$ cat src/hw/rtl/sasm_pkg.sv
// shared constants, types and the glyph table for the scaled adc display
// no dependencies; used by every module of the block
package sasm_pkg;

    localparam int ADC_BITS_DEFAULT = 10;

    // configuration port
    localparam int CFG_IDX_W = 2;
    localparam int CFG_DATA_W = 16;
    localparam int MODE_W = 8;
    localparam int TICKS_W = 16;
    localparam logic [CFG_IDX_W-1:0] REG_SHOW_MODE  = 2'd0;
    localparam logic [CFG_IDX_W-1:0] REG_MODE_TICKS = 2'd1;

    // scaling codes in show_mode bits 1:0
    localparam logic [1:0] SCALE_X1   = 2'd0;
    localparam logic [1:0] SCALE_X2   = 2'd1;
    localparam logic [1:0] SCALE_X4   = 2'd2;
    localparam logic [1:0] SCALE_FULL = 2'd3;

    // digit positions on digit_select
    localparam logic [1:0] DIGIT_THOUSANDS = 2'd0;
    localparam logic [1:0] DIGIT_HUNDREDS  = 2'd1;
    localparam logic [1:0] DIGIT_TENS      = 2'd2;
    localparam logic [1:0] DIGIT_ONES      = 2'd3;

    // x5000/1024 full scale
    localparam int SCALE_NUM   = 5000;
    localparam int SCALE_SHIFT = 10;

    // reciprocal constants, exact for values below 2^15
    localparam int DIV5_MUL      = 52429;
    localparam int DIV5_SHIFT    = 18;
    localparam int DIV10_MUL     = 52429;
    localparam int DIV10_SHIFT   = 19;
    localparam int DIV100_MUL    = 5243;
    localparam int DIV100_SHIFT  = 19;
    localparam int DIV1000_MUL   = 67109;
    localparam int DIV1000_SHIFT = 26;

    localparam logic [4:0] GLYPH_BLANK = 5'd17;

    typedef struct packed {
        logic [3:0] thousands;
        logic [3:0] hundreds;
        logic [3:0] tens;
        logic [3:0] ones;
    } digit_set_t;

    // segment patterns, bit0 segment a .. bit6 segment g
    function automatic logic [6:0] glyph_pattern(input logic [4:0] idx);
        logic [6:0] pat;
        case (idx)
            5'd0:  pat = 7'h3F;
            5'd1:  pat = 7'h06;
            5'd2:  pat = 7'h5B;
            5'd3:  pat = 7'h4F;
            5'd4:  pat = 7'h66;
            5'd5:  pat = 7'h6D;
            5'd6:  pat = 7'h7D;
            5'd7:  pat = 7'h07;
            5'd8:  pat = 7'h7F;
            5'd9:  pat = 7'h6F;
            5'd10: pat = 7'h40;
            5'd11: pat = 7'h00;
            5'd12: pat = 7'h76;
            5'd13: pat = 7'h76;
            5'd14: pat = 7'h76;
            5'd15: pat = 7'h76;
            5'd16: pat = 7'h40;
            5'd17: pat = 7'h00;
            5'd18: pat = 7'h00;
            5'd19: pat = 7'h76;
            5'd20: pat = 7'h76;
            default: pat = 7'h00;
        endcase
        return pat;
    endfunction

endpackage

$ cat src/hw/rtl/sasm_scale.sv
// sample scaling (x1, x2, x4, x5000/1024) and optional round to a multiple of five
// depends on sasm_pkg
module sasm_scale #(
    parameter int ADC_BITS = sasm_pkg::ADC_BITS_DEFAULT
) (
    input  logic [ADC_BITS-1:0] sample,
    input  logic [1:0]          scale_sel,
    input  logic                round_en,
    output logic [ADC_BITS+2:0] value
);

    localparam int VW = ADC_BITS + 3;
    localparam int PW = ADC_BITS + 13;
    localparam int DW = VW + 16;

    logic [PW-1:0] full_prod;
    logic [VW-1:0] base;
    logic [DW-1:0] div5_prod;
    logic [DW-1:0] div5_shifted;
    logic [VW-1:0] q5;
    logic [VW-1:0] rem_full;
    logic [2:0]    rem5;

    assign full_prod = PW'(sample) * PW'(sasm_pkg::SCALE_NUM);

    always_comb
    begin
        case (scale_sel)
            sasm_pkg::SCALE_X1: base = VW'(sample);
            sasm_pkg::SCALE_X2: base = VW'({sample, 1'b0});
            sasm_pkg::SCALE_X4: base = VW'({sample, 2'b00});
            default:            base = VW'(full_prod >> sasm_pkg::SCALE_SHIFT);
        endcase
    end

    // remainder mod 5 through a reciprocal multiply
    assign div5_prod    = DW'(base) * DW'(sasm_pkg::DIV5_MUL);
    assign div5_shifted = div5_prod >> sasm_pkg::DIV5_SHIFT;
    assign q5           = div5_shifted[VW-1:0];
    assign rem_full     = base - ((q5 << 2) + q5);
    assign rem5         = rem_full[2:0];

    always_comb
    begin
        value = base;
        if (round_en)
        begin
            case (rem5)
                3'd1:    value = base - VW'(1);
                3'd2:    value = base - VW'(2);
                3'd3:    value = base + VW'(2);
                3'd4:    value = base + VW'(1);
                default: value = base;
            endcase
        end
    end

endmodule

$ cat src/hw/rtl/sasm_digits.sv
// binary to four decimal digits, each power of ten through its own reciprocal multiply
// depends on sasm_pkg
module sasm_digits #(
    parameter int VALUE_W = sasm_pkg::ADC_BITS_DEFAULT + 3
) (
    input  logic [VALUE_W-1:0]   value,
    output sasm_pkg::digit_set_t digits
);

    localparam int MW = VALUE_W + 17;

    logic [MW-1:0]      p10;
    logic [MW-1:0]      p100;
    logic [MW-1:0]      p1000;
    logic [MW-1:0]      s10;
    logic [MW-1:0]      s100;
    logic [MW-1:0]      s1000;
    logic [VALUE_W-1:0] q10;
    logic [VALUE_W-1:0] q100;
    logic [VALUE_W-1:0] q1000;
    logic [VALUE_W-1:0] ones_full;
    logic [VALUE_W-1:0] tens_full;
    logic [VALUE_W-1:0] hund_full;
    logic [VALUE_W-1:0] thou_full;

    assign p10   = MW'(value) * MW'(sasm_pkg::DIV10_MUL);
    assign p100  = MW'(value) * MW'(sasm_pkg::DIV100_MUL);
    assign p1000 = MW'(value) * MW'(sasm_pkg::DIV1000_MUL);
    assign s10   = p10 >> sasm_pkg::DIV10_SHIFT;
    assign s100  = p100 >> sasm_pkg::DIV100_SHIFT;
    assign s1000 = p1000 >> sasm_pkg::DIV1000_SHIFT;
    assign q10   = s10[VALUE_W-1:0];
    assign q100  = s100[VALUE_W-1:0];
    assign q1000 = s1000[VALUE_W-1:0];

    // each digit is the quotient minus ten times the next quotient
    assign ones_full = value - ((q10 << 3) + (q10 << 1));
    assign tens_full = q10 - ((q100 << 3) + (q100 << 1));
    assign hund_full = q100 - ((q1000 << 3) + (q1000 << 1));
    // thousands stays below twenty, so one subtract wraps it
    assign thou_full = (q1000 >= VALUE_W'(10)) ? (q1000 - VALUE_W'(10)) : q1000;

    assign digits.ones      = ones_full[3:0];
    assign digits.tens      = tens_full[3:0];
    assign digits.hundreds  = hund_full[3:0];
    assign digits.thousands = thou_full[3:0];

endmodule

$ cat src/hw/rtl/scaled_adc_seven_segment_mux_top.sv
// Four-digit multiplexed seven-segment driver for a scaled converter sample. Each request
// carries a sample and a digit index and yields one result: segment pattern, one-hot
// digit enable and two decimal point drives. One request is accepted every clock cycle
// unless the pipeline is stalled; a result passes through the input register, scaled
// value register and result register, and the pipeline holds its place while out_ready
// is low. Writing either register restarts the mode display countdown, during which
// the mode code is shown on the middle digits. The configuration port is always ready.
// depends on sasm_pkg, sasm_scale, sasm_digits
module scaled_adc_seven_segment_mux_top #(
    parameter int ADC_BITS = sasm_pkg::ADC_BITS_DEFAULT
) (
    input  logic                               clk,
    input  logic                               rst_n,
    input  logic                               cfg_valid,
    output logic                               cfg_ready,
    input  logic [sasm_pkg::CFG_IDX_W-1:0]     cfg_index,
    input  logic [sasm_pkg::CFG_DATA_W-1:0]    cfg_data,
    input  logic                               in_valid,
    output logic                               in_ready,
    input  logic [ADC_BITS-1:0]                adc_value,
    input  logic [1:0]                         digit_select,
    output logic                               out_valid,
    input  logic                               out_ready,
    output logic [6:0]                         segments,
    output logic [3:0]                         digit_enable,
    output logic                               point_one,
    output logic                               point_two
);

    localparam int VW = ADC_BITS + 3;

    logic [sasm_pkg::MODE_W-1:0]  show_mode_reg;
    logic [sasm_pkg::TICKS_W-1:0] ticks_reg;
    logic [sasm_pkg::TICKS_W-1:0] remaining_reg;
    logic [sasm_pkg::TICKS_W-1:0] remaining_next;

    logic                a_valid_reg;
    logic [ADC_BITS-1:0] a_sample_reg;
    logic [1:0]          a_sel_reg;
    logic                a_count_reg;

    logic                b_valid_reg;
    logic [VW-1:0]       b_value_reg;
    logic [1:0]          b_sel_reg;
    logic                b_count_reg;

    logic                out_valid_reg;
    logic [6:0]          segments_reg;
    logic [3:0]          enable_reg;
    logic                point_one_reg;
    logic                point_two_reg;

    logic cfg_write;
    logic in_take;
    logic c_free;
    logic b_free;
    logic b_move;
    logic a_move;

    logic [VW-1:0]        scaled_value;
    sasm_pkg::digit_set_t digits;
    logic [3:0]           mode_hi;
    logic [4:0]           glyph_idx;
    logic [2:0]           place_match_sel;
    logic                 place_hit;
    logic [6:0]           segments_next;
    logic                 point_one_next;
    logic                 point_two_next;

    assign cfg_ready = 1'b1;
    assign cfg_write = cfg_valid && cfg_ready;

    // pipeline flow control
    assign c_free   = !out_valid_reg || out_ready;
    assign b_move   = b_valid_reg && c_free;
    assign b_free   = !b_valid_reg || c_free;
    assign a_move   = a_valid_reg && b_free;
    assign in_ready = !a_valid_reg || b_free;
    assign in_take  = in_valid && in_ready;

    always_ff @(posedge clk or negedge rst_n)
    begin
        if (!rst_n)
        begin
            show_mode_reg <= '0;
            ticks_reg     <= '0;
        end
        else if (cfg_write)
        begin
            if (cfg_index == sasm_pkg::REG_SHOW_MODE)
                show_mode_reg <= cfg_data[sasm_pkg::MODE_W-1:0];
            else if (cfg_index == sasm_pkg::REG_MODE_TICKS)
                ticks_reg <= cfg_data[sasm_pkg::TICKS_W-1:0];
        end
    end

    // countdown reloads on any listed register write, drops once per request
    always_comb
    begin
        remaining_next = remaining_reg;
        if (cfg_write && cfg_index == sasm_pkg::REG_SHOW_MODE)
            remaining_next = ticks_reg;
        else if (cfg_write && cfg_index == sasm_pkg::REG_MODE_TICKS)
            remaining_next = cfg_data[sasm_pkg::TICKS_W-1:0];
        else if (in_take && remaining_reg != '0)
            remaining_next = remaining_reg - sasm_pkg::TICKS_W'(1);
    end

    always_ff @(posedge clk or negedge rst_n)
    begin
        if (!rst_n)
            remaining_reg <= '0;
        else
            remaining_reg <= remaining_next;
    end

    // stage a: input register
    always_ff @(posedge clk or negedge rst_n)
    begin
        if (!rst_n)
            a_valid_reg <= 1'b0;
        else if (in_ready)
            a_valid_reg <= in_valid;
    end

    always_ff @(posedge clk)
    begin
        if (in_take)
        begin
            a_sample_reg <= adc_value;
            a_sel_reg    <= digit_select;
            a_count_reg  <= (remaining_reg != '0);
        end
    end

    sasm_scale #(
        .ADC_BITS (ADC_BITS)
    ) u_scale (
        .sample    (a_sample_reg),
        .scale_sel (show_mode_reg[1:0]),
        .round_en  (show_mode_reg[2]),
        .value     (scaled_value)
    );

    // stage b: scaled value
    always_ff @(posedge clk or negedge rst_n)
    begin
        if (!rst_n)
            b_valid_reg <= 1'b0;
        else if (b_free)
            b_valid_reg <= a_valid_reg;
    end

    always_ff @(posedge clk)
    begin
        if (a_move)
        begin
            b_value_reg <= scaled_value;
            b_sel_reg   <= a_sel_reg;
            b_count_reg <= a_count_reg;
        end
    end

    sasm_digits #(
        .VALUE_W (VW)
    ) u_digits (
        .value  (b_value_reg),
        .digits (digits)
    );

    // high mode nibble shown mod 10
    assign mode_hi = (show_mode_reg[7:4] >= 4'd10) ? (show_mode_reg[7:4] - 4'd10)
                                                   : show_mode_reg[7:4];

    always_comb
    begin
        if (b_count_reg)
        begin
            case (b_sel_reg)
                sasm_pkg::DIGIT_HUNDREDS: glyph_idx = {1'b0, mode_hi};
                sasm_pkg::DIGIT_TENS:     glyph_idx = {1'b0, show_mode_reg[3:0]};
                default:                  glyph_idx = sasm_pkg::GLYPH_BLANK;
            endcase
        end
        else
        begin
            case (b_sel_reg)
                sasm_pkg::DIGIT_THOUSANDS: glyph_idx = {1'b0, digits.thousands};
                sasm_pkg::DIGIT_HUNDREDS:  glyph_idx = {1'b0, digits.hundreds};
                sasm_pkg::DIGIT_TENS:      glyph_idx = {1'b0, digits.tens};
                default:                   glyph_idx = {1'b0, digits.ones};
            endcase
        end
    end

    // point position 1..3 in mode bits 5:4 names thousands..tens, bit 6 picks the point
    assign place_match_sel = {1'b0, b_sel_reg} + 3'd1;
    assign place_hit = (show_mode_reg[5:4] != 2'd0) &&
                       ({1'b0, show_mode_reg[5:4]} == place_match_sel);
    assign point_one_next = b_count_reg || (place_hit && !show_mode_reg[6]);
    assign point_two_next = b_count_reg || (place_hit && show_mode_reg[6]);
    assign segments_next  = sasm_pkg::glyph_pattern(glyph_idx);

    // stage c: result register
    always_ff @(posedge clk or negedge rst_n)
    begin
        if (!rst_n)
            out_valid_reg <= 1'b0;
        else if (c_free)
            out_valid_reg <= b_valid_reg;
    end

    always_ff @(posedge clk)
    begin
        if (b_move)
        begin
            segments_reg  <= segments_next;
            enable_reg    <= 4'b1000 >> b_sel_reg;
            point_one_reg <= point_one_next;
            point_two_reg <= point_two_next;
        end
    end

    assign out_valid    = out_valid_reg;
    assign segments     = segments_reg;
    assign digit_enable = enable_reg;
    assign point_one    = point_one_reg;
    assign point_two    = point_two_reg;

    // countdown only moves on a register write or an accepted request
    assert property (@(posedge clk) disable iff (!rst_n)
        (!cfg_write && !in_take) |=> (remaining_reg == $past(remaining_reg)))
        else $error("countdown changed without a write or request");

    assert property (@(posedge clk) disable iff (!rst_n)
        (!cfg_write && in_take && remaining_reg != '0) |=>
        (remaining_reg == $past(remaining_reg) - sasm_pkg::TICKS_W'(1)))
        else $error("countdown did not drop by one");

    assert property (@(posedge clk) disable iff (!rst_n)
        out_valid_reg |-> $onehot(enable_reg))
        else $error("digit enable not one-hot");

    assert property (@(posedge clk) disable iff (!rst_n)
        (b_move && b_count_reg) |=> (point_one_reg && point_two_reg))
        else $error("points not lit during mode display");

    assert property (@(posedge clk) disable iff (!rst_n)
        (a_valid_reg && !b_free) |=> (a_valid_reg && $stable(a_sample_reg)))
        else $error("stalled input stage lost its request");

endmodule
$ cat config.mk
export PLATFORM = sky130hd
export DESIGN_NAME = scaled_adc_seven_segment_mux_top
export DESIGN_NICKNAME = d
export VERILOG_FILES = /design/src/hw/rtl/sasm_pkg.sv /design/src/hw/rtl/sasm_scale.sv /design/src/hw/rtl/sasm_digits.sv /design/src/hw/rtl/scaled_adc_seven_segment_mux_top.sv
export SDC_FILE = /design/constraint.sdc
export NUM_CORES = 1
export LEC_CHECK = 0
export ABC_AREA = 0
export BUFFER_PORTS_ARGS = -buffer_cell sky130_fd_sc_hd__buf_4
export CORE_UTILIZATION = 35
export CTS_CLUSTER_DIAMETER = 60
export DETAILED_ROUTE_END_ITERATION = 8
export GPL_ROUTABILITY_DRIVEN = 0
export SLEW_MARGIN = 25
export SYNTH_ARGS = -nofsm -noshare
export SYNTH_HDL_FRONTEND = slang
export SYNTH_HIERARCHICAL = 1
export SYNTH_SLANG_ARGS = --single-unit
$ cat constraint.sdc
create_clock -name clk -period 12.6 [get_ports clk]
set_input_delay 1.26 -clock clk [delete_from_list [all_inputs] [get_ports clk]]
set_output_delay 1.26 -clock clk [all_outputs]
set_load 0.01 [all_outputs]
==> results of run 1 <==
## repair_timing
item | in CTS | in global routing
buffers inserted | 0 | 13
pin swaps | 0 | 26
endpoints found under the setup margin | 2 | 8
resized for setup | 2 | 53
endpoints found under the hold margin | 0 | 0
## metal layers
layer  GRT usage  part of all wire  wire (um)
met5           0                 0          0
met1      0.2117              0.46      18060
met2      0.2830              0.49      19040
met4     0.03582             0.017        663
met3     0.01772             0.032       1268
## cell type report
type / instances / area, um2
Clock buffer: 11 / 264.0
Multi-Input combinational cell: 1196 / 13220
Timing Repair Buffer: 85 / 645.6
Clock inverter: 5 / 38.79
Inverter: 450 / 1689
Sequential cell: 85 / 2338
Fill cell: 4730 / 28880
Tap cell: 615 / 769.5
## worst register-to-register path, delay by kind of cell (launching register included)
family          cells  cell delay [ps]
fa+ha+maj          15             5370
compound gates     11             2500
simple gates        7             1310
xor+xnor            7             1120
buf+inv            10              800
mux                 1              480
flops               1              380
## metrics by stage
step / std cells / utilization / hold slack (ps) / setup TNS (ps) / area, um2
CTS: 2434 / 0.3876 / 422.7 / 0 / 18550
detailed placement: 2418 / 0.3811 / 407.1 / -126.5 / 18230
global placement: 2418 / 0.3811 / 409.4 / 0 / 18230
finish: 2447 / 0.3963 / 420.0 / 0 / 18960
global route: 2447 / 0.3963 / 427.6 / -256.4 / 18960
floorplan: 1759 / - / 400.3 / 0 / 17050
## path summary, 6_finish.rpt
kind / from / end / slack, ps / cells past startpoint
max reg2reg: a_sample_reg[3] / b_value_reg[8] / 390 / 51
min in group asynchronous: rst_n / ticks_reg[14] / 900 / 1
max: a_sample_reg[3] / b_value_reg[8] / 390 / 51
min: a_sel_reg[1] / b_sel_reg[1] / 420 / 0
min reg2reg: a_sel_reg[1] / b_sel_reg[1] / 420 / 0
max in group asynchronous: rst_n / show_mode_reg[0] / 11310 / 1
## cells in the final DEF, fill, tap and decap left out, drive strengths merged, types with 14 or more instances in the layout
cell type and n:
nand4 14, xnor2 59, inv 452, edfxtp 42, a21oi 69, nand2 43
xor2 24, nor2 56, a21o 24, fa 187, dfrtp 43, o21ai 36
a211oi 28, nor2b 19, mux2 25, buf 85, nand3 21, ha 357
nor3 24, a31oi 15
## logic make-up (layout without fill, tap and decap cells)
family,Yosys count,count (layout),synth area share
AOI/OAI and AO/OA,273,273,0.1165
DFF,85,85,0.1371
buffers and inverters,478,551,0.1065
muxes,42,42,0.03038
xor gates and xnor gates,84,84,0.04528
adders and majority gates,544,544,0.4816
and+or+nand+nor,252,252,0.08242
other,1,1,0.0002200
==> flow_summary.yaml, run 1 <==
sta:
  slew_headroom: 0.3675
  post-route-min-period_ps: 12210
  finalHoldViolations: 0
  fin_ws_ps: 387.9
  finalMaxSlewViolations: 0
  timing.fmax_mhz: 81.89
  fin_crit_sh: 0.9692
  setup_viol: 0
  tightestPinTransition_ps: 946.0
  skew_ps: 10.23
place:
  port_buffers: 49
  hpwl_mm: 33.10
  place_ws_ps: -93.78
synth:
  syn_area_mm2: 0.01705
  ys_warn_count: 6
  synth_area_leaders: "ha_1 (26%), fa_1 (22%), inv_1 (9.9%), edfxtp_1 (7.4%), dfrtp_1 (6.3%)"
  yosysMostFrequentCell: "inv_1"
  ys_ff_latch: 85
  ys_types: 89
  async_flop_share: 0.5059
  synth_top_area_share: 0.2620
  yosysSeqAreaShare: 0.1371
  synth_edf_count: 42
  ys.flop_type: "dfrtp_1"
  yosys.area.top_type: "ha_1"
  syn_nets: 2338
  netlist_instances: 1759
  synth_common_cells: "inv_1 (450), ha_1 (357), fa_1 (187)"
  synth.avg_cell_area_um2: 9.692
floorplanning:
  row_count: 80
  core_area_mm2: 0.04785
  ioPinCount: 51
  die_y_um: 222.7
  die_w_um: 222.7
  die_area_mm2: 0.04960
  initial_core_util: 0.3563
routing:
  avgViaCountPerCell: 4.964
  drt_pass1_iterations: 5
  totalWireLength_mm: 39.03
  drt-wirelength-per-cell_um: 15.95
  drt_iter0_drc: 481
  drc: 0
  vias: 12150
  ant_nets: 0
cts:
  cts_tree: "built"
  cts-root-buf: "clkbuf_16"
  clock_tree.buffer_depth: 2
  insertion_delay_ps: 350
  cts_max_level: 3
  cts_buffers: 9
  cts_sinks: 85
  postCtsHoldBufs: 0
  cts.clk_slew.worst_paths_ps: 60
finish:
  n_antenna_cell: 0
  drive_above_1_share: 0.1234
  area_delta_synth_final_pct: 11.22
  nNetsFinal: 2406
global_routing:
  grt_overflow: 0
  grt_usage: 0.1612
  grt_pass1_wl_mm: 64.36
  grt_max_degree: 44
  antenna_found_initial: 0
  grt_pass1_vias: 12800
worst_setup_path:
  worstSetupEndpointType: "flop"
  crit_fanout: 6
  cp_common_cell: "fa_1"
  crit_required_ps: 12690
  path_buf_inv: 10
  path_class: "reg2reg"
  cp_slowest_cell: "fa_1"
  arrival_ps: 12300
  critPathLaunchType: "flop"
  critPathTopFamily: "adder cells"
  critPathMaxStageDelay_ps: 580
status:
  run_status: "complete, no violations"
worst_hold_path:
  holdCritPathClass: "reg2reg"
run:
  cap_violations: 0
Power of run 1 is not shown: default switching activity piles up to over one toggle a cycle in this logic, so the estimate is an artifact.
==> run 2: changes to the inputs <==
--- a/config.mk
+++ b/config.mk
@@ -11,8 +11,8 @@
 export CTS_CLUSTER_DIAMETER = 60
 export DETAILED_ROUTE_END_ITERATION = 8
 export GPL_ROUTABILITY_DRIVEN = 0
+export PLACE_DENSITY_LB_ADDON = 0.25
 export SLEW_MARGIN = 25
 export SYNTH_ARGS = -nofsm -noshare
 export SYNTH_HDL_FRONTEND = slang
-export SYNTH_HIERARCHICAL = 1
 export SYNTH_SLANG_ARGS = --single-unit
==> run 2 against run 1 <==
  * Maximum frequency about the same
  * Final cell count shrank 1.3%
  * Worst hold slack improved by 14 ps
  * Synthesized area decreased by 2.6%
  * Via count is 2.9% lower
  * Clock skew up 3.7 ps
  * Utilization rose by 1.0 points
  * Critical endpoint is now b_value_reg[12]
  * Largest cell class unchanged
  * Highest routed layer unchanged
==> flow_summary.yaml, run 2 <==
floorplanning:
  die_y_um: 219.9
  initial_core_util: 0.3561
  die_area_mm2: 0.04834
  ioPinCount: 51
  die_w_um: 219.9
  core_area_mm2: 0.04665
  row_count: 79
sta:
  timing.fmax_mhz: 81.93
  post-route-min-period_ps: 12210
  fin_crit_sh: 0.9687
  skew_ps: 13.96
  hold_ws_ps: 434.0
  finalMaxSlewViolations: 0
  tightestPinTransition_ps: 952.6
  finalHoldViolations: 0
  fin_ws_ps: 394.9
  grt_setup_unrepaired: "true"
  slew_headroom: 0.3649
  setup_viol: 0
finish:
  nNetsFinal: 2382
  nFillCells: 4588
  drive_above_1_share: 0.1450
  final_common_cell: "inv_1"
  utilization: 0.4064
  layout_common_cells: "inv_1 (407), ha_1 (325), fa_1 (185)"
  n_antenna_cell: 0
  area_delta_synth_final_pct: 14.13
synth:
  yosysSeqAreaShare: 0.1407
  ys_ff_latch: 85
  synth_edf_count: 42
  netlist_instances: 1703
  ys_types: 90
  synth_compound_area_frac: 0.1001
  ys.flop_type: "dfrtp_1"
  yosys.area.top_type: "ha_1"
  yosys.area_share.simple: 0.07945
  synth_common_cells: "inv_1 (428), ha_1 (355), fa_1 (190)"
  syn_nets: 2283
  synth_fa_ha_area_frac: 0.4963
  async_flop_share: 0.5059
  ys_warn_count: 0
  muxShareOfSynthArea: 0.03510
  yosysMostFrequentCell: "inv_1"
  synth_area_leaders: "ha_1 (27%), fa_1 (23%), inv_1 (9.7%), edfxtp_1 (7.6%), dfrtp_1 (6.5%)"
  synth.avg_cell_area_um2: 9.755
  synth_top_family_by_area: "adder cells"
  syn_area_mm2: 0.01661
  synth_xor_area_frac: 0.04504
  synth_top_area_share: 0.2674
global_routing:
  antenna_found_initial: 0
  grt_pass1_wl_mm: 62.91
  grt_max_degree: 44
  grt_usage: 0.1637
  grt_overflow: 0
  grt_pass1_vias: 12410
worst_setup_path:
  timing.critical_path.from: "a_sample_reg[3]"
  arrival_ps: 12290
  crit_required_ps: 12690
  reg2reg_from: "a_sample_reg[3]"
  cp_slowest_cell: "mux4_2"
  critPathMaxStageDelay_ps: 570
  worstSetupEndpointType: "flop"
  critPathLaunchType: "flop"
  path_class: "reg2reg"
  crit_fanout: 4
cts:
  postCtsHoldBufs: 0
  cts_sinks: 85
  clock_tree.buffer_depth: 2
  cts_tree: "built"
  cts_max_level: 3
  insertion_delay_ps: 350
  cts-root-buf: "clkbuf_16"
  cts.clk_slew.worst_paths_ps: 70
  cts_buffers: 9
routing:
  dr.max_layer_used: "met4"
  drt_pass1_iterations: 5
  totalWireLength_mm: 38.26
  drt_iter0_drc: 464
  avgViaCountPerCell: 4.884
  vias: 11790
  ant_nets: 0
  route.met3.wl_um: 948
  met1Wirelength_mm: 18.55
  drt-wirelength-per-cell_um: 15.85
  drc: 0
  wl_met2_mm: 18.34
status:
  run_status: "complete, no violations"
place:
  port_buffers: 49
  hpwl_mm: 32.44
  place_ws_ps: -120.3
worst_hold_path:
  holdCritPathClass: "reg2reg"
  min_from: "a_sel_reg[0]"
run:
  cap_violations: 0
## run 2: cell types whose count changed in the layout (fill, tap and decap cells not counted), sizes merged, moves of 10 or more
cell / before / now
buf: 85 / 109
o21ai: 36 / 52
inv: 452 / 432
a21o: 24 / 10
a211oi: 28 / 8
xnor2: 59 / 49
nor2: 56 / 66
## run 2: per-stage QoR
step | cells | setup TNS [ps] | area [um2]
after floorplan | 1703 | 0 | 16630
after detailed placement | 2378 | -255.8 | 17960
after CTS | 2396 | 0 | 18290
after global placement | 2378 | 0 | 17950
final | 2414 | 0 | 18960
after global routing | 2414 | -124.0 | 18960
## run 2: timing repair
| item | CTS | global route |
|---|---|---|
| setup endpoints to repair | 3 | 6 |
| buffers inserted | 2 | 18 |
| resized for setup | 5 | 98 |
| pin swaps | 4 | 79 |
## run 2: path summary, 6_finish.rpt
path | slack (ps) | end | depth (start not counted)
worst min register to register | 430 | b_sel_reg[0] | 0
max in group asynchronous | 11320 | b_valid_reg | 1
min in group asynchronous | 890 | remaining_reg[12] | 1
worst max register to register | 390 | b_value_reg[12] | 52
worst max-delay path | 390 | b_value_reg[12] | 52
worst min-delay path | 430 | b_sel_reg[0] | 0
## run 2: final cells by class
cell class | instances | area [um2] | share of cell area
Multi-Input combinational cell | 1168 | 13130 | 0.6926
Sequential cell | 85 | 2337 | 0.1233
Tap cell | 607 | 759.5 | 0.04006
Timing Repair Buffer | 109 | 829.5 | 0.04375
Clock inverter | 7 | 67.56 | 0.003563
Inverter | 429 | 1610 | 0.08493
Clock buffer | 9 | 225.2 | 0.01188
## run 2: worst max-delay path: cells and delay by family, from the launching register on
| kind | cells | cell delay (ps) |
|---|---|---|
| buffers and inverters | 8 | 420 |
| AO/OA/AOI/OAI | 12 | 2310 |
| XOR/XNOR | 7 | 1210 |
| multiplexers | 2 | 770 |
| AND/OR/NAND/NOR | 8 | 1160 |
| adder cells (fa/ha/maj) | 15 | 5670 |
| flip-flops | 1 | 370 |
## run 2: cells by family after synthesis
kind of cell             after synthesis
XOR/XNOR                              77
flip-flops                            85
other                                  1
adder cells (fa/ha/maj)              545
AND/OR/NAND/NOR                      259
AO/OA/AOI/OAI                        239
buffers and inverters                450
multiplexers                          47
## run 2: per-layer routing
metal | track usage | up-vias
li1 | - | 5836
met5 | 0 | -
met2 | 0.2762 | 159
met3 | 0.01781 | 33
met1 | 0.2294 | 5763
met4 | 0.02276 | 0
Power of run 2 is left out for the same reason.
